File: src/shpd_modpipe.sv
// Two lanes of pipelined restoring remainder: a mod m and b mod m.
// Each stage folds STEP dividend bits into the running remainder.
module shpd_modpipe #(
  parameter int DW   = 12,
  parameter int MW   = 6,
  parameter int SW   = 1,
  parameter int STEP = 4
) (
  input  logic          clk_i,
  input  logic          rst_ni,
  input  logic          valid_i,
  input  logic [DW-1:0] a_i,
  input  logic [DW-1:0] b_i,
  input  logic [MW-1:0] mod_i,
  input  logic [SW-1:0] side_i,
  output logic          valid_o,
  output logic [MW-1:0] ra_o,
  output logic [MW-1:0] rb_o,
  output logic [SW-1:0] side_o
);

  localparam int NST = (DW + STEP - 1) / STEP;
  localparam int PW  = NST * STEP;

  logic          vld_q  [NST];
  logic [MW-1:0] ra_q   [NST];
  logic [MW-1:0] rb_q   [NST];
  logic [PW-1:0] da_q   [NST];
  logic [PW-1:0] db_q   [NST];
  logic [SW-1:0] side_q [NST];

  // The remainder stays below m, so one conditional subtract per bit suffices.
  function automatic logic [MW-1:0] mod_steps(input logic [MW-1:0] r_in,
                                              input logic [STEP-1:0] bits,
                                              input logic [MW-1:0] m);
    logic [MW:0]   t;
    logic [MW-1:0] r;
    r = r_in;
    for (int s = STEP - 1; s >= 0; s--) begin
      t = {r, bits[s]};
      if (t >= {1'b0, m}) begin
        t = t - {1'b0, m};
      end
      r = t[MW-1:0];
    end
    return r;
  endfunction

  for (genvar k = 0; k < NST; k++) begin : g_stage
    logic          v_in;
    logic [MW-1:0] ra_in;
    logic [MW-1:0] rb_in;
    logic [PW-1:0] da_in;
    logic [PW-1:0] db_in;
    logic [SW-1:0] s_in;

    if (k == 0) begin : g_first
      assign v_in  = valid_i;
      assign ra_in = '0;
      assign rb_in = '0;
      assign da_in = PW'(a_i);
      assign db_in = PW'(b_i);
      assign s_in  = side_i;
    end else begin : g_next
      assign v_in  = vld_q[k-1];
      assign ra_in = ra_q[k-1];
      assign rb_in = rb_q[k-1];
      assign da_in = da_q[k-1];
      assign db_in = db_q[k-1];
      assign s_in  = side_q[k-1];
    end

    always_ff @(posedge clk_i or negedge rst_ni) begin
      if (!rst_ni) begin
        vld_q[k] <= 1'b0;
      end else begin
        vld_q[k] <= v_in;
      end
    end

    always_ff @(posedge clk_i) begin
      ra_q[k]   <= mod_steps(ra_in, da_in[PW-1 -: STEP], mod_i);
      rb_q[k]   <= mod_steps(rb_in, db_in[PW-1 -: STEP], mod_i);
      da_q[k]   <= da_in << STEP;
      db_q[k]   <= db_in << STEP;
      side_q[k] <= s_in;
    end
  end

  assign valid_o = vld_q[NST-1];
  assign ra_o    = ra_q[NST-1];
  assign rb_o    = rb_q[NST-1];
  assign side_o  = side_q[NST-1];

endmodule

File: config.mk
export PLATFORM = sky130hd
export DESIGN_NAME = shpd_modpipe
export DESIGN_NICKNAME = d
export VERILOG_FILES = /design/src/shpd_modpipe.sv
export SDC_FILE = /design/constraint.sdc
export NUM_CORES = 1
export LEC_CHECK = 0
export BUFFER_PORTS_ARGS = -buffer_cell sky130_fd_sc_hd__buf_2
export CORE_MARGIN = 10
export CORE_UTILIZATION = 28
export DETAILED_ROUTE_END_ITERATION = 7
export PLACE_DENSITY = 0.54
export SLEW_MARGIN = 20
export SYNTH_ARGS = -nofsm -noshare
export SYNTH_HDL_FRONTEND = slang
export SYNTH_SLANG_ARGS = --single-unit
File: constraint.sdc
create_clock -name clk_i -period 9.2 [get_ports clk_i]
set_input_delay 0.92 -clock clk_i [delete_from_list [all_inputs] [get_ports clk_i]]
set_output_delay 0.92 -clock clk_i [all_outputs]
set_load 0.05 [all_outputs]
==> key figures, run 1 <==
GRT
  – Initial antenna violation count: 2
  – Global-route wire length before repair: 37,300 um
  – Vias in the first global route: 7,406
  – Pin count of the biggest net entering global routing: 25
  – GR Util All Layers: 12.5%
  – Total congestion overflow: 0

Finish
  – Synthesis-to-layout area growth: 14.5%
  – Layout cells sized above 1: 14.8%
  – Final core occ: 32.3%
  – Final net count: 1,259

Synth
  – Syn nets: 1,181
  – Most common cell in the netlist: ha_1
  – Area contributors post-synth: ha_1 (20%), dfxtp_1 (15%), fa_1 (5.3%), mux2_2 (5.3%), inv_1 (3.8%)
  – Synth top area share: 20.4%
  – Flops & latches, synth: 66
  – Mean cell area of the mapped netlist: 8.44 um2
  – Synth unique cells: 76
  – Post-Synthesis Cells: 989
  – Top FF cell, synth: dfxtp_1
  – Post-synth EDFFs: 0
  – Post-synth ARST share: 4.55%
  – Sequential-to-total area share from yosys stat: 16.0%
  – Top cells by count, synth: ha_1 (136), inv_1 (85), nor2_1 (80), nand2_1 (70), dfxtp_1 (63)
  – Post-Syn Area: 8350 um2
  – Area leader, netlist: ha_1
  – YS warnings: 0

CTS
  – # Post-CTS Setup Buffers: 0
  – CTS sink cnt: 66
  – Post-CTS sizing: 0
  – # hold bufs at CTS: 0
  – Clk_lat worst skew: 0.35 ns
  – H-tree depth: 3
  – Clock transition at the registers of the reported paths: 0.06 ns
  – CTS Buffer Depth: 2
  – CTS tree: yes
  – TritonCTS Buffers: 9
  – CTS Root Cell: clkbuf_16

Setup path
  – Startpoint Class: primary input
  – Worst path bufs/invs: 5
  – CP max FO: 10
  – Reg2reg setup slack: 1.26 ns
  – Crit path required time: 9.44 ns
  – CP most frequent cell: ha_1
  – Arrival time at the worst endpoint: 8.75 ns
  – Crit-path leading delay family: compound AO/OA/AOI/OAI gates
  – Worst setup EP type: flop
  – Slowest cell on crit path: a311oi_2
  – Setup CP Type: primary input to flop
  – Worst path max stage delay: 0.46 ns

Placed design
  – Gpl congestion: 0.860
  – Pre-CTS setup slack: 0.146 ns
  – Port Buf Inserts: 47
  – DP HPWL: 18,500 um

Routing
  – Final WL: 22,800 um
  – Pre-antenna DRT Iters: 7
  – Antenna Nets Post-Route: 0
  – Vias: 7,377
  – Avg WL per Cell: 15.6 um
  – Initial DRC count: 325
  – # DRC: 0
  – Vias/cell: 5.05

Floorplan
  – Die Width: 193 um
  – Io pins: 48
  – Die height: 193 um
  – Die ar.: 37,100 um2
  – Core Footprint: 29,600 um2
  – Row count: 63
  – Initial Util: 28.3%

STA
  – Final Hold Vio Count: 0
  – Final Max Slew Viols: 0
  – Slew HR: 48.3%
  – RSZ-0062 raised after global routing: no
  – Setup ws final: 0.685 ns
  – Achievable frequency: 0.117 GHz
  – Setup TNS: 0 ns
  – Final Cycle Share: 92.6%
  – Worst-Margin Slew: 0.766 ns
  – Hold Slack: 0.324 ns
  – Max Clock Skew: 0.00715 ns
  – Final min period: 8.52 ns
  – Final setup fails: 0

Run status
  – Status: finished clean

Worst hold path
  – Class of the worst hold path: flop to flop

Job
  – Maxcap violations: 0
-- kinds of logic after synthesis --
family	Yosys count	synth area share (%)
buffers and inverters	89	4.00
and+or+nand+nor	287	17.5
muxes	69	8.91
xor gates and xnor gates	57	5.98
adders and majority gates	158	25.6
AOI/OAI and AO/OA	263	22.0
DFF	66	16.0
-- state kept, by name, summed over array words and instances, names as in the netlist --
signal        cells
valid_o           1
g_stage.v_in      2
rb_q             18
db_q             12
da_q             12
ra_q             18
side_q            3
-- routing by layer --
| layer | track usage [%] | up-vias | share of wire [%] |
|---|---|---|---|
| met1 | 15.8 | 3425 | 47 |
| li1 | - | 3794 | - |
| met2 | 20.8 | 118 | 47 |
| met5 | 0 | - | 0.048 |
| met4 | 4.98 | 2 | 2.9 |
| met3 | 1.99 | 38 | 3.2 |
-- layout by cell type (no fill, tap or decap), types with 24 or more instances in the layout --
master and instances:
mux2i_1 28, mux2_2 39, buf_2 47, buf_4 24, o21ai_0 54, inv_1 84
dfxtp_1 63, a21oi_1 51, nand2_1 70, xor2_1 24, ha_1 136, xnor2_1 33
o21a_1 25, nor2b_1 28, nor2_1 80
-- path summary, 6_finish.rpt --
| check | from | to | cells past startpoint |
|---|---|---|---|
| setup / recovery | mod_i[1] | ra_q[0][10] | 33 |
| hold / removal | da_q[0][1] | da_q[0][13] | 0 |
| setup reg to reg | ra_q[0][6] | ra_q[0][16] | 35 |
| hold reg to reg | da_q[0][1] | da_q[0][13] | 0 |
| max in group asynchronous | rst_ni | g_stage[1].v_in | 1 |
| min in group asynchronous | rst_ni | valid_o | 1 |
-- per-stage QoR --
stage,cell area [um2],cells
2_1_floorplan,8360,989
3_3_place_gp,9240,1446
3_5_place_dp,9240,1446
4_1_cts,9520,1460
5_1_grt,9560,1461
6_report,9560,1461
-- cell type report --
| type | instances | area, um2 |
|---|---|---|
| clock buffer | 12 | 267 |
| antenna | 1 | 2.50 |
| fill | 3128 | 20000 |
| inverter | 85 | 323 |
| clock inverter | 2 | 12.5 |
| timing repair buffer | 71 | 415 |
| tap | 390 | 488 |
| multi-input combinational | 834 | 6720 |
| sequential | 66 | 1340 |
Power of run 1 is not shown: default switching activity piles up to over one toggle a cycle in this logic, so the estimate is an artifact.
==> run 2, diff against run 1 <==
--- a/config.mk
+++ b/config.mk
@@ -5,6 +5,7 @@
 export SDC_FILE = /design/constraint.sdc
 export NUM_CORES = 1
 export LEC_CHECK = 0
+export ABC_AREA = 1
 export BUFFER_PORTS_ARGS = -buffer_cell sky130_fd_sc_hd__buf_2
 export CORE_MARGIN = 10
 export CORE_UTILIZATION = 28
==> key figures, run 2 <==
Run status
  – Status: finished clean

GRT
  – Vias in the first global route: 7,843
  – Pin count of the biggest net entering global routing: 28
  – Initial antenna violation count: 0
  – GR Util All Layers: 11.8%
  – Global-route wire length before repair: 37,900 um
  – Total congestion overflow: 0

Finish
  – Fill count: 3,380
  – Commonest non-fill, non-tap cell in the layout: nand2_1
  – Layout cells sized above 1: 11.9%
  – ANT cells: 0
  – Finished Layout Cells: 1,753
  – Largest registers: ra_q: 18 flops, rb_q: 18 flops
  – Final net count: 1,538
  – Commonest non-fill, non-tap cells in the layout: nand2_1 (371), inv_1 (179), ha_1 (136)
  – Synthesis-to-layout area growth: 12.4%

Floorplan
  – Die Width: 198 um
  – Row count: 65
  – Core Footprint: 31,500 um2
  – Die ar.: 39,300 um2
  – Die height: 198 um
  – Io pins: 48
  – Initial Util: 28.2%

Synth
  – Compound-Gate Fraction of Synth Area: 9.76%
  – Post-synth EDFFs: 0
  – Post-Syn Area: 8890 um2
  – Area contributors post-synth: ha_1 (19%), nand2_1 (16%), dfxtp_1 (14%), inv_1 (7.6%), nand3_1 (7.0%)
  – Area leader, netlist: ha_1
  – Top FF cell, synth: dfxtp_1
  – Top cells by count, synth: nand2_1 (371), inv_1 (179), ha_1 (136), nand3_1 (125), a21oi_1 (65)
  – Syn nets: 1,475
  – Simple-gate share of the synthesized area: 35.7%
  – Sequential-to-total area share from yosys stat: 15.0%
  – Synth unique cells: 43
  – Largest family of logic cells by synthesized area: simple AND/OR/NAND/NOR gates
  – Mux cell area share after synthesis: 0%
  – YS warnings: 0
  – Flops & latches, synth: 66
  – Post-synth ARST share: 4.55%
  – Post-Synthesis Cells: 1,283
  – Most common cell in the netlist: nand2_1
  – Synth top area share: 19.1%
  – Xor/xnor share of the synthesized area: 7.29%
  – Mean cell area of the mapped netlist: 6.93 um2
  – Post-Synth Adder-Cell Area: 24.1%

CTS
  – # Post-CTS Setup Buffers: 0
  – TritonCTS Buffers: 9
  – CTS sink cnt: 66
  – Post-CTS sizing: 0
  – Clock transition at the registers of the reported paths: 0.06 ns
  – H-tree depth: 3
  – CTS tree: yes
  – CTS Root Cell: clkbuf_16
  – CTS Buffer Depth: 2
  – Clk_lat worst skew: 0.36 ns
  – # hold bufs at CTS: 0

STA
  – Max Clock Skew: 0.00800 ns
  – Slew HR: 58.6%
  – Final Hold Vio Count: 0
  – Final Max Slew Viols: 0
  – Final Cycle Share: 79.0%
  – Hold Slack: 0.325 ns
  – Worst-Margin Slew: 0.621 ns
  – Setup TNS: 0 ns
  – Achievable frequency: 0.138 GHz
  – Final min period: 7.26 ns
  – Setup ws final: 1.94 ns
  – Final setup fails: 0
  – RSZ-0062 raised after global routing: no

Setup path
  – Startpoint Class: primary input
  – Worst setup EP type: flop
  – CP most frequent cell: nand2_1
  – Arrival time at the worst endpoint: 7.56 ns
  – Setup CP Type: primary input to flop
  – Crit path required time: 9.50 ns
  – Slowest cell on crit path: inv_2
  – CP max FO: 24
  – Worst path max stage delay: 0.54 ns

Routing
  – Vias: 8,147
  – Antenna Nets Post-Route: 0
  – Avg WL per Cell: 12.9 um
  – Final WL: 22,600 um
  – Pre-antenna DRT Iters: 5
  – Vias/cell: 4.65
  – # DRC: 0
  – Initial DRC count: 474

Job
  – Maxcap violations: 0

Placed design
  – DP HPWL: 18,100 um
  – Placed insts: 1,737
  – Gpl congestion: 0.884
  – Port Buf Inserts: 47
  – Pre-CTS setup slack: 1.55 ns

Worst hold path
  – Class of the worst hold path: flop to flop
==> run 2: cell count changes after synthesis, sizes merged, moves of 13 or more <==
cell / before / now
o21ai: 57 / 39
inv: 85 / 188
a21oi: 55 / 78
nand4: 10 / 32
nand3: 13 / 153
nor2: 80 / 54
mux2i: 29 / 0
nor2b: 29 / 0
nand2: 70 / 386
xnor2: 33 / 20
a21o: 21 / 3
o21a: 25 / 4
xor2: 24 / 54
mux2: 40 / 0
==> run 2: worst paths after layout <==
| path | from | end | cells after the start | slack (ns) |
|---|---|---|---|---|
| worst min-delay path | side_q[0][1] | side_q[0][2] | 0 | 0.33 |
| min in group asynchronous | rst_ni | g_stage[1].v_in | 1 | 0.35 |
| worst max-delay path | mod_i[1] | rb_q[0][8] | 44 | 1.94 |
| max in group asynchronous | rst_ni | g_stage[2].v_in | 1 | 8.75 |
| worst max register to register | ra_q[0][7] | ra_q[0][14] | 37 | 3.13 |
| worst min register to register | side_q[0][1] | side_q[0][2] | 0 | 0.33 |
==> run 2: final cells by class <==
cell class / count / area (um2) / area share [%]
clock buffers: 9 / 225 / 2.25
clock inverters: 7 / 100 / 1.00
inverters: 189 / 709 / 7.10
multi-input cells: 1026 / 6830 / 68.3
flip-flops and latches: 66 / 1340 / 13.4
well taps: 402 / 503 / 5.04
repair buffers: 54 / 288 / 2.88
==> run 2: cell families (layout without fill, tap and decap cells) <==
| family | count (synthesis) | after routing |
|---|---|---|
| compound gates | 145 | 145 |
| xor+xnor | 74 | 74 |
| fa+ha+maj | 158 | 158 |
| buf+inv | 191 | 259 |
| flops | 66 | 66 |
| simple gates | 649 | 649 |
==> run 2: routing by layer <==
metal | global-route usage, % | routed length (um) | vias up
met5 | 0 | 0 | -
li1 | - | - | 4355
met2 | 19.5 | 10300 | 107
met1 | 15.6 | 11400 | 3673
met4 | 2.62 | 200 | 0
met3 | 1.97 | 712 | 12
==> run 2: critical path, delay by kind of cell <==
family,cells,cell delay (ns)
simple gates,30,2.88
compound gates,4,0.89
buf+inv,6,1.53
fa+ha+maj,4,1.32
==> run 2: metrics by stage <==
step | util (%) | instance area (um2)
CTS | 31.7 | 9990
detailed placement | 30.7 | 9660
floorplan | - | 8890
finish | 31.7 | 9990
global route | 31.7 | 9990
global placement | 30.7 | 9660
Power of run 2 is left out for the same reason.
